**src/hdl/compressor_thermostat_controller_core_defines.svh**
```systemverilog
// Assertion macros for the compressor thermostat controller.
// Included by files that carry concurrent checks; no other dependencies.
`ifndef COMPRESSOR_THERMOSTAT_CONTROLLER_CORE_DEFINES_SVH
`define COMPRESSOR_THERMOSTAT_CONTROLLER_CORE_DEFINES_SVH

`ifndef SYNTHESIS
// check prop on every clock edge outside reset
`define CTC_ASSERT(lbl, clk_s, rst_s, prop) \
  lbl: assert property (@(posedge clk_s) disable iff (rst_s) (prop)) \
    else $error("ctc check failed");
// check prop on every clock edge, reset included
`define CTC_ASSERT_ALWAYS(lbl, clk_s, prop) \
  lbl: assert property (@(posedge clk_s) (prop)) \
    else $error("ctc check failed");
`else
`define CTC_ASSERT(lbl, clk_s, rst_s, prop)
`define CTC_ASSERT_ALWAYS(lbl, clk_s, prop)
`endif

`endif

```
**src/hdl/ctc_pkg.sv**
```systemverilog
// Shared types and constants for the compressor thermostat controller.
// No dependencies.
`default_nettype none

package ctc_pkg;

  localparam int unsigned CountW = 16;
  localparam logic [CountW-1:0] CountMax = '1;
  localparam int unsigned CfgIndexW = 3;
  localparam int unsigned CfgDataW = 16;

  typedef enum logic [1:0] {
    CMD_TICK  = 2'd0,
    CMD_EVAL  = 2'd1,
    CMD_BOOST = 2'd2
  } cmd_t;

  typedef enum logic [1:0] {
    LAMP_OFF   = 2'd0,
    LAMP_ON    = 2'd1,
    LAMP_BLINK = 2'd2
  } lamp_t;

  typedef enum logic [CfgIndexW-1:0] {
    REG_DEGREES_OVER  = 3'd0,
    REG_DEGREES_UNDER = 3'd1,
    REG_MIN_RUN       = 3'd2,
    REG_MIN_STOP      = 3'd3,
    REG_MAX_RUN       = 3'd4,
    REG_BOOST_TARGET  = 3'd5,
    REG_HIGH_ALARM    = 3'd6,
    REG_LOW_ALARM     = 3'd7
  } reg_index_t;

endpackage

`default_nettype wire

```
**src/hdl/ctc_if.sv**
```systemverilog
// Request and report channels of the compressor thermostat controller.
// Valid/ready handshake; no dependencies.
`default_nettype none

interface ctc_request_if;
  logic              valid;
  logic              ready;
  logic [1:0]        command;
  logic signed [7:0] temperature;
  logic signed [7:0] setpoint;
  logic              setpoint_off;
  logic              probe_fault;
  logic              reading_ready;

  modport source (output valid, command, temperature, setpoint, setpoint_off,
                  probe_fault, reading_ready, input ready);
  modport sink (input valid, command, temperature, setpoint, setpoint_off,
                probe_fault, reading_ready, output ready);
endinterface

interface ctc_report_if;
  logic        valid;
  logic        ready;
  logic        motor_on;
  logic [1:0]  indicator;
  logic        boost_on;
  logic        temp_alarm;
  logic [15:0] run_minutes;
  logic [15:0] stopped_minutes;

  modport source (output valid, motor_on, indicator, boost_on, temp_alarm,
                  run_minutes, stopped_minutes, input ready);
  modport sink (input valid, motor_on, indicator, boost_on, temp_alarm,
                run_minutes, stopped_minutes, output ready);
endinterface

`default_nettype wire

```
**src/hdl/compressor_thermostat_controller_core.sv**
```systemverilog
// Top level of the compressor thermostat controller.
// Uses ctc_pkg, ctc_request_if, ctc_report_if and the assertion macro header.
`default_nettype none
`include "compressor_thermostat_controller_core_defines.svh"

// One compressor controller: takes minute ticks, boost toggles and evaluate
// items and returns one report item per request item. Each accepted item is
// decided by one pass of compare logic and lands in the report register on
// the next clock edge, so the block takes one item per cycle unless stalled;
// the report register alone sets the rate, and a new item is
// taken whenever that register is empty or is being read in the same cycle.
// Configuration writes take effect at the edge they are written.
module compressor_thermostat_controller_core (
  input  wire logic                           clk,
  input  wire logic                           rst,
  input  wire logic                           cfg_we,
  input  wire logic [ctc_pkg::CfgIndexW-1:0]  cfg_index,
  input  wire logic [ctc_pkg::CfgDataW-1:0]   cfg_data,
  ctc_request_if.sink                         request,
  ctc_report_if.source                        report
);

  // configuration
  logic [4:0]        degrees_over;
  logic [4:0]        degrees_under;
  logic [15:0]       min_run_minutes;
  logic [15:0]       min_stop_minutes;
  logic [14:0]       max_run_minutes;
  logic signed [7:0] boost_target_temp;
  logic signed [7:0] high_alarm_temp;
  logic signed [7:0] low_alarm_temp;

  // controller state
  logic                         motor_running, motor_running_next;
  logic [ctc_pkg::CountW-1:0]   run_count, run_count_next;
  logic [ctc_pkg::CountW-1:0]   stop_count, stop_count_next;
  logic                         boost_mode, boost_mode_next;
  ctc_pkg::lamp_t               lamp_state, lamp_state_next;
  logic                         alarm_flag, alarm_flag_next;

  logic report_valid;
  logic accept;

  assign request.ready = !report_valid || report.ready;
  assign accept        = request.valid && request.ready;

  always_ff @(posedge clk) begin
    if (rst) begin
      degrees_over      <= 5'd2;
      degrees_under     <= 5'd2;
      min_run_minutes   <= 16'd5;
      min_stop_minutes  <= 16'd5;
      max_run_minutes   <= 15'd120;
      boost_target_temp <= 8'sd0;
      high_alarm_temp   <= 8'sd10;
      low_alarm_temp    <= -8'sd2;
    end else if (cfg_we) begin
      unique case (ctc_pkg::reg_index_t'(cfg_index))
        ctc_pkg::REG_DEGREES_OVER:  degrees_over      <= cfg_data[4:0];
        ctc_pkg::REG_DEGREES_UNDER: degrees_under     <= cfg_data[4:0];
        ctc_pkg::REG_MIN_RUN:       min_run_minutes   <= cfg_data[15:0];
        ctc_pkg::REG_MIN_STOP:      min_stop_minutes  <= cfg_data[15:0];
        ctc_pkg::REG_MAX_RUN:       max_run_minutes   <= cfg_data[14:0];
        ctc_pkg::REG_BOOST_TARGET:  boost_target_temp <= $signed(cfg_data[7:0]);
        ctc_pkg::REG_HIGH_ALARM:    high_alarm_temp   <= $signed(cfg_data[7:0]);
        ctc_pkg::REG_LOW_ALARM:     low_alarm_temp    <= $signed(cfg_data[7:0]);
        default: ;
      endcase
    end
  end

  // evaluate datapath
  logic              warm, cold, overrun, boost_in_time;
  logic signed [9:0] temp_w, stop_below, start_at;
  logic              run;

  assign temp_w        = 10'(request.temperature);
  assign stop_below    = 10'(request.setpoint) - $signed({5'd0, degrees_under});
  assign start_at      = 10'(request.setpoint) + $signed({5'd0, degrees_over});
  assign warm          = request.temperature >= high_alarm_temp;
  assign cold          = request.temperature <= low_alarm_temp;
  assign overrun       = run_count >= {1'b0, max_run_minutes};
  assign boost_in_time = {1'b0, run_count} <= {1'b0, max_run_minutes, 1'b0};

  always_comb begin
    motor_running_next = motor_running;
    run_count_next     = run_count;
    stop_count_next    = stop_count;
    boost_mode_next    = boost_mode;
    lamp_state_next    = lamp_state;
    alarm_flag_next    = alarm_flag;
    run                = 1'b0;
    unique case (ctc_pkg::cmd_t'(request.command))
      ctc_pkg::CMD_TICK: begin
        if (motor_running) begin
          if (run_count != ctc_pkg::CountMax) run_count_next = run_count + 1'b1;
          stop_count_next = '0;
        end else begin
          if (stop_count != ctc_pkg::CountMax) stop_count_next = stop_count + 1'b1;
          run_count_next = '0;
        end
      end
      ctc_pkg::CMD_EVAL: begin
        if (request.reading_ready) begin
          alarm_flag_next = warm || cold;
          priority if (request.setpoint_off) begin
            run = 1'b0;
          end else if (overrun || request.probe_fault) begin
            run             = 1'b0;
            lamp_state_next = ctc_pkg::LAMP_BLINK;
          end else begin
            run = motor_running ? (temp_w > stop_below) : (temp_w >= start_at);
            if (warm) run = 1'b1;
          end
          if (motor_running && !run && run_count < min_run_minutes) run = 1'b1;
          if (!motor_running && run && stop_count < min_stop_minutes) run = 1'b0;
          if (!run && boost_mode) begin
            if (request.temperature > boost_target_temp && boost_in_time) run = 1'b1;
            else boost_mode_next = 1'b0;
          end
          if (run) begin
            lamp_state_next = boost_mode_next ? ctc_pkg::LAMP_BLINK : ctc_pkg::LAMP_ON;
          end
          if (run && !motor_running) begin
            motor_running_next = 1'b1;
            lamp_state_next    = ctc_pkg::LAMP_ON;
          end else if (!run && motor_running) begin
            motor_running_next = 1'b0;
            lamp_state_next    = ctc_pkg::LAMP_OFF;
            stop_count_next    = '0;
          end
        end
      end
      ctc_pkg::CMD_BOOST: boost_mode_next = !boost_mode;
      default: ;
    endcase
  end

  always_ff @(posedge clk) begin
    if (rst) begin
      motor_running <= 1'b0;
      run_count     <= '0;
      stop_count    <= ctc_pkg::CountMax;
      boost_mode    <= 1'b0;
      lamp_state    <= ctc_pkg::LAMP_OFF;
      alarm_flag    <= 1'b0;
    end else if (accept) begin
      motor_running <= motor_running_next;
      run_count     <= run_count_next;
      stop_count    <= stop_count_next;
      boost_mode    <= boost_mode_next;
      lamp_state    <= lamp_state_next;
      alarm_flag    <= alarm_flag_next;
    end
  end

  // report register
  always_ff @(posedge clk) begin
    if (rst) begin
      report_valid <= 1'b0;
    end else if (accept) begin
      report_valid <= 1'b1;
    end else if (report.ready) begin
      report_valid <= 1'b0;
    end
  end

  always_ff @(posedge clk) begin
    if (accept) begin
      report.motor_on        <= motor_running_next;
      report.indicator       <= lamp_state_next;
      report.boost_on        <= boost_mode_next;
      report.temp_alarm      <= alarm_flag_next;
      report.run_minutes     <= run_count_next;
      report.stopped_minutes <= stop_count_next;
    end
  end

  assign report.valid = report_valid;

  `CTC_ASSERT(a_accept_reports, clk, rst, accept |=> report_valid)
  `CTC_ASSERT(a_stop_clears_count, clk, rst, $fell(motor_running) |-> stop_count == '0)
  `CTC_ASSERT(a_start_lamp_on, clk, rst, $rose(motor_running) |-> lamp_state == ctc_pkg::LAMP_ON)
  `CTC_ASSERT(a_state_holds_idle, clk, rst,
    !accept |=> ($stable(motor_running) && $stable(run_count) && $stable(boost_mode)))

endmodule

`default_nettype wire
```
**src/flat_wrapper.sv**
```systemverilog
// flat-port wrapper written by rule: the top's interface ports become plain ports
module compressor_thermostat_controller_core_flat 
  (clk, rst, cfg_we, cfg_index, cfg_data, request_valid, request_command, request_temperature, request_setpoint, request_setpoint_off, request_probe_fault, request_reading_ready, request_ready, report_valid, report_motor_on, report_indicator, report_boost_on, report_temp_alarm, report_run_minutes, report_stopped_minutes, report_ready);
  ctc_request_if request_i ();
  ctc_report_if report_i ();
  input  wire logic clk;
  input  wire logic rst;
  input  wire logic cfg_we;
  input  wire logic [ctc_pkg::CfgIndexW-1:0] cfg_index;
  input  wire logic [ctc_pkg::CfgDataW-1:0] cfg_data;
  input wire logic [$bits(request_i.valid)-1:0] request_valid;
  input wire logic [$bits(request_i.command)-1:0] request_command;
  input wire logic [$bits(request_i.temperature)-1:0] request_temperature;
  input wire logic [$bits(request_i.setpoint)-1:0] request_setpoint;
  input wire logic [$bits(request_i.setpoint_off)-1:0] request_setpoint_off;
  input wire logic [$bits(request_i.probe_fault)-1:0] request_probe_fault;
  input wire logic [$bits(request_i.reading_ready)-1:0] request_reading_ready;
  output wire logic [$bits(request_i.ready)-1:0] request_ready;
  output wire logic [$bits(report_i.valid)-1:0] report_valid;
  output wire logic [$bits(report_i.motor_on)-1:0] report_motor_on;
  output wire logic [$bits(report_i.indicator)-1:0] report_indicator;
  output wire logic [$bits(report_i.boost_on)-1:0] report_boost_on;
  output wire logic [$bits(report_i.temp_alarm)-1:0] report_temp_alarm;
  output wire logic [$bits(report_i.run_minutes)-1:0] report_run_minutes;
  output wire logic [$bits(report_i.stopped_minutes)-1:0] report_stopped_minutes;
  input wire logic [$bits(report_i.ready)-1:0] report_ready;
  assign request_i.valid = request_valid;
  assign request_i.command = request_command;
  assign request_i.temperature = request_temperature;
  assign request_i.setpoint = request_setpoint;
  assign request_i.setpoint_off = request_setpoint_off;
  assign request_i.probe_fault = request_probe_fault;
  assign request_i.reading_ready = request_reading_ready;
  assign request_ready = request_i.ready;
  assign report_valid = report_i.valid;
  assign report_motor_on = report_i.motor_on;
  assign report_indicator = report_i.indicator;
  assign report_boost_on = report_i.boost_on;
  assign report_temp_alarm = report_i.temp_alarm;
  assign report_run_minutes = report_i.run_minutes;
  assign report_stopped_minutes = report_i.stopped_minutes;
  assign report_i.ready = report_ready;
  compressor_thermostat_controller_core u_core (.clk(clk), .rst(rst), .cfg_we(cfg_we), .cfg_index(cfg_index), .cfg_data(cfg_data), .request(request_i), .report(report_i));
endmodule
```
**config.mk**
```make
export PLATFORM = sky130hd
export DESIGN_NAME = compressor_thermostat_controller_core_flat
export DESIGN_NICKNAME = d
export VERILOG_FILES = /design/src/hdl/ctc_pkg.sv /design/src/hdl/ctc_if.sv /design/src/hdl/compressor_thermostat_controller_core.sv /design/src/flat_wrapper.sv
export VERILOG_INCLUDE_DIRS = /design/src /design/src/hdl
export SDC_FILE = /design/constraint.sdc
export NUM_CORES = 1
export LEC_CHECK = 0
export ABC_AREA = 1
export BUFFER_PORTS_ARGS = -buffer_cell sky130_fd_sc_hd__buf_2
export CAP_MARGIN = 25
export CELL_PAD_IN_SITES_DETAIL_PLACEMENT = 0
export CELL_PAD_IN_SITES_GLOBAL_PLACEMENT = 2
export CORE_AREA = 2 2 151 189
export DETAILED_ROUTE_END_ITERATION = 8
export DIE_AREA = 0 0 153 191
export GPL_TIMING_DRIVEN = 0
export PLACE_DENSITY_LB_ADDON = 0.1
export SLEW_MARGIN = 10
export SYNTH_ARGS = -nofsm -noshare
export SYNTH_HDL_FRONTEND = slang
export SYNTH_SLANG_ARGS = --single-unit
```
**constraint.sdc**
```tcl
create_clock -name clk -period 4.4 [get_ports clk]
set_input_delay 0.22 -clock clk [delete_from_list [all_inputs] [get_ports clk]]
set_output_delay 0.22 -clock clk [all_outputs]
set_load 0.1 [all_outputs]
```
==> flow_metrics.py <==
metrics = {
    "min_path": {
        "hp-class": "primary input to flip-flop",
    },
    "place": {
        "dp_hpwl_um": 22700,
        "port_buffers": 81,
        "routabilityCongestion": 0.819,
        "place_area_mm2": 0.0106,
    },
    "floorplan": {
        "pin_count": 84,
        "die_y_um": 191,
        "fp.dieW_um": 153,
        "start_util": 0.355,
        "dieArea_mm2": 0.0292,
        "fp.coreArea_mm2": 0.0275,
        "rows": 68,
    },
    "global_route": {
        "grt_pass1_vias": 8459,
        "grt-ovfl-total": 0,
        "grt_max_degree": 27,
        "antenna_found_initial": 2,
        "track_usage": 0.203,
        "grt_pass1_wl_um": 46100,
    },
    "timing": {
        "worst_pin_slew_ns": 0.836,
        "rsz0062_at_grt": "no",
        "finClkSkew_ns": 0.0107,
        "slew_headroom": 0.441,
        "totalNegativeSetupSlack_ns": 0,
        "period_minus_slack_ns": 3.96,
        "period_share": 0.901,
        "setup_viol": 0,
        "finalMaxSlewViolations": 0,
        "clock.fmax_ghz": 0.252,
        "hold_violations": 0,
    },
    "synth": {
        "async_flop_share": 0,
        "synth_edf_count": 37,
        "syn_nets": 1441,
        "yosys-top-cells-area": "dfxtp_1 24%, ha_1 15%, edfxtp_1 11%, nand2_1 8.4%, a21oi_1 7.9%",
        "seq_area_frac_synth": 0.358,
        "syn_area_mm2": 0.00975,
        "postSynthCellCount": 1277,
        "synth_area_per_cell_um2": 7.63,
        "ys.flop_type": "dfxtp_1",
        "synth_area_leader_cell": "dfxtp_1",
        "synth_cell_types": 50,
        "synth-seq-cells": 156,
        "synth_top_area_frac": 0.244,
        "yosysWarnings": 0,
    },
    "route": {
        "drtAntennaViolNets": 0,
        "first_pass_iters": 7,
        "vias": 8597,
        "avgViaCountPerCell": 4.94,
        "wl_met2_um": 14700,
        "wirelength_um": 28700,
        "wl_met1_um": 12800,
        "routedWlPerCell_um": 16.5,
        "routed.top_layer": "met5",
        "drc_errors": 0,
        "first_iter_violations": 354,
        "wl_met3_um": 804,
    },
    "worst_setup_path": {
        "crit_type": "flip-flop to flip-flop",
        "cp-start-kind": "flip-flop",
        "critPathArrivalTime_ns": 4.12,
        "critPathRequiredTime_ns": 4.56,
        "setup.worst_path.end_class": "flip-flop",
        "path_max_fanout": 10,
    },
    "power_and_ir_drop": {
        "irDropWorstVdd_v": 0.000201,
        "pwr-share-clk": 0.378,
        "p_int_mw": 2.81,
        "p_per_area_mw_per_mm2": 374,
        "seqPwrFrac": 0.388,
        "leakage_nw": 5.28,
        "switching_share": 0.333,
        "netSwitchingPower_mw": 1.40,
        "pwr-share-comb": 0.234,
    },
    "clock_network": {
        "clock_sinks": 156,
        "cts_tree": "yes",
        "clkSlewWorstSetupHoldPaths_ns": 0.06,
        "cts-root-buf": "clkbuf_16",
        "cts.repair.resized": 0,
        "cts_setup_buffers": 0,
        "cts_buffer_depth": 2,
        "h-tree-depth": 4,
        "insertion_delay_ns": 0.44,
        "cts_hold_buf": 0,
        "cts_buffers": 17,
    },
    "cells_and_area": {
        "area_delta_synth_final_pct": 15.5,
        "finalNetCount": 1542,
        "fin_area_mm2": 0.0113,
        "drive_gt1_frac": 0.114,
        "utilization": 0.410,
    },
    "run_status": {
        "outcome": "complete, no violations",
    },
    "run": {
        "maxCapViolCount": 0,
    },
}
cell usage after synthesis, types with 4 or more instances:
master	instances
nand2_1	218
inv_1	196
a21oi_1	154
dfxtp_1	119
ha_1	117
o21ai_0	114
nor2_1	81
nand3_1	62
edfxtp_1	37
clkbuf_1	35
o211ai_1	19
nand3_2	13
xor2_1	13
nand4_1	12
o21ai_1	10
nor3_1	9
nor3_2	7
o21a_1	6
a31oi_1	4
critical path, stage by stage, from the launching register on:
cell and delay (ns):
dfxtp_1 0.36, ha_1 0.18, inv_1 0.05, fa_1 0.39, o21ai_0 0.36, nand2_1 0.11, a21oi_1 0.22, nand2_1 0.07
nand2_1 0.06, ha_1 0.27, a21oi_1 0.23, inv_1 0.06, nor2_1 0.11, nand3_1 0.08, nand2_1 0.07, nand3_1 0.08
nand2_1 0.07, nand2_1 0.08, nand2_1 0.07, nand2_1 0.08, nand2_4 0.12, nand4_4 0.16, buf_6 0.23, nand3_1 0.08
nand3_2 0.10
cells by family (layout without fill, tap and decap cells):
group	Yosys count	after routing	synth area share
simple gates	419	419	0.198
compound gates	326	326	0.181
buf+inv	241	355	0.0946
flops	156	156	0.358
fa+ha+maj	119	119	0.154
xor+xnor	16	16	0.0144
other cells	0	1	0
power by group through the flow:
stage / Combinational [mW] / Clock [mW] / Sequential [mW]
floorplan: 0.525 / 0 / 1.86
global placement: 0.988 / 0 / 1.66
detailed placement: 0.998 / 0 / 1.66
CTS: 1.00 / 1.63 / 1.63
global route: 1.11 / 1.67 / 1.64
finish: 0.985 / 1.59 / 1.63
placed cells by master, fill, tap and decap left out, drive strengths merged, types with 19 or more instances in the layout:
cell	n
buf	87
nor2	85
nand2	223
clkbuf	61
ha	117
edfxtp	37
a21oi	157
dfxtp	119
o211ai	19
nand3	75
o21ai	126
inv	202
worst paths after layout:
check                                           from                                          end  slack (ns)  cells past startpoint
max              u_core.degrees_over[0]$_SDFFE_PP0P_  u_core.report.stopped_minutes[15]$_DFFE_PP_        0.44                     24
max reg2reg      u_core.degrees_over[0]$_SDFFE_PP0P_  u_core.report.stopped_minutes[15]$_DFFE_PP_        0.44                     24
min reg2reg  u_core.min_run_minutes[13]$_SDFFE_PP0P_      u_core.min_run_minutes[13]$_SDFFE_PP0P_        0.46                      2
min                                     report_ready             u_core.report.valid$_SDFFE_PP0P_        0.09                      4
flip-flops by register name, summed over array words and instances, names as in the netlist, 5 cells and up:
name / cells
u_core.report.run_minutes: 16
u_core.degrees_under: 5
u_core.degrees_over: 5
u_core.run_count: 16
u_core.stop_count: 16
u_core.max_run_minutes: 15
u_core.min_run_minutes: 16
u_core.low_alarm_temp: 8
u_core.boost_target_temp: 8
u_core.min_stop_minutes: 16
u_core.high_alarm_temp: 8
u_core.report.stopped_minutes: 16
metrics by stage:
stage	hold WS [ns]	worst slack, ns	power [mW]	std cells
after CTS	0.0745	0.394	4.26	1741
after floorplan	0.346	0.854	2.39	1277
final	0.0881	0.438	4.21	1742
after detailed placement	0.455	0.420	2.66	1709
after global routing	0.0969	0.0372	4.43	1741
after global placement	0.449	0.374	2.65	1708
layer usage:
metal | GRT usage | vias up
li1 | - | 4489
met1 | 0.240 | 3943
met2 | 0.377 | 132
met3 | 0.0370 | 29
met4 | 0.0563 | 4
met5 | 0 | -
cell type report:
cell class	instances	area [um^2]
Inverter	200	756
Fill cell	2912	16200
Tap cell	350	438
Multi-Input combinational cell	880	5330
Timing Repair Buffer	82	433
Sequential cell	156	3490
Clock inverter	7	95.1
Clock buffer	25	538
Buffer	41	168
Antenna cell	1	2.50
(Power assumes the default switching activity.)
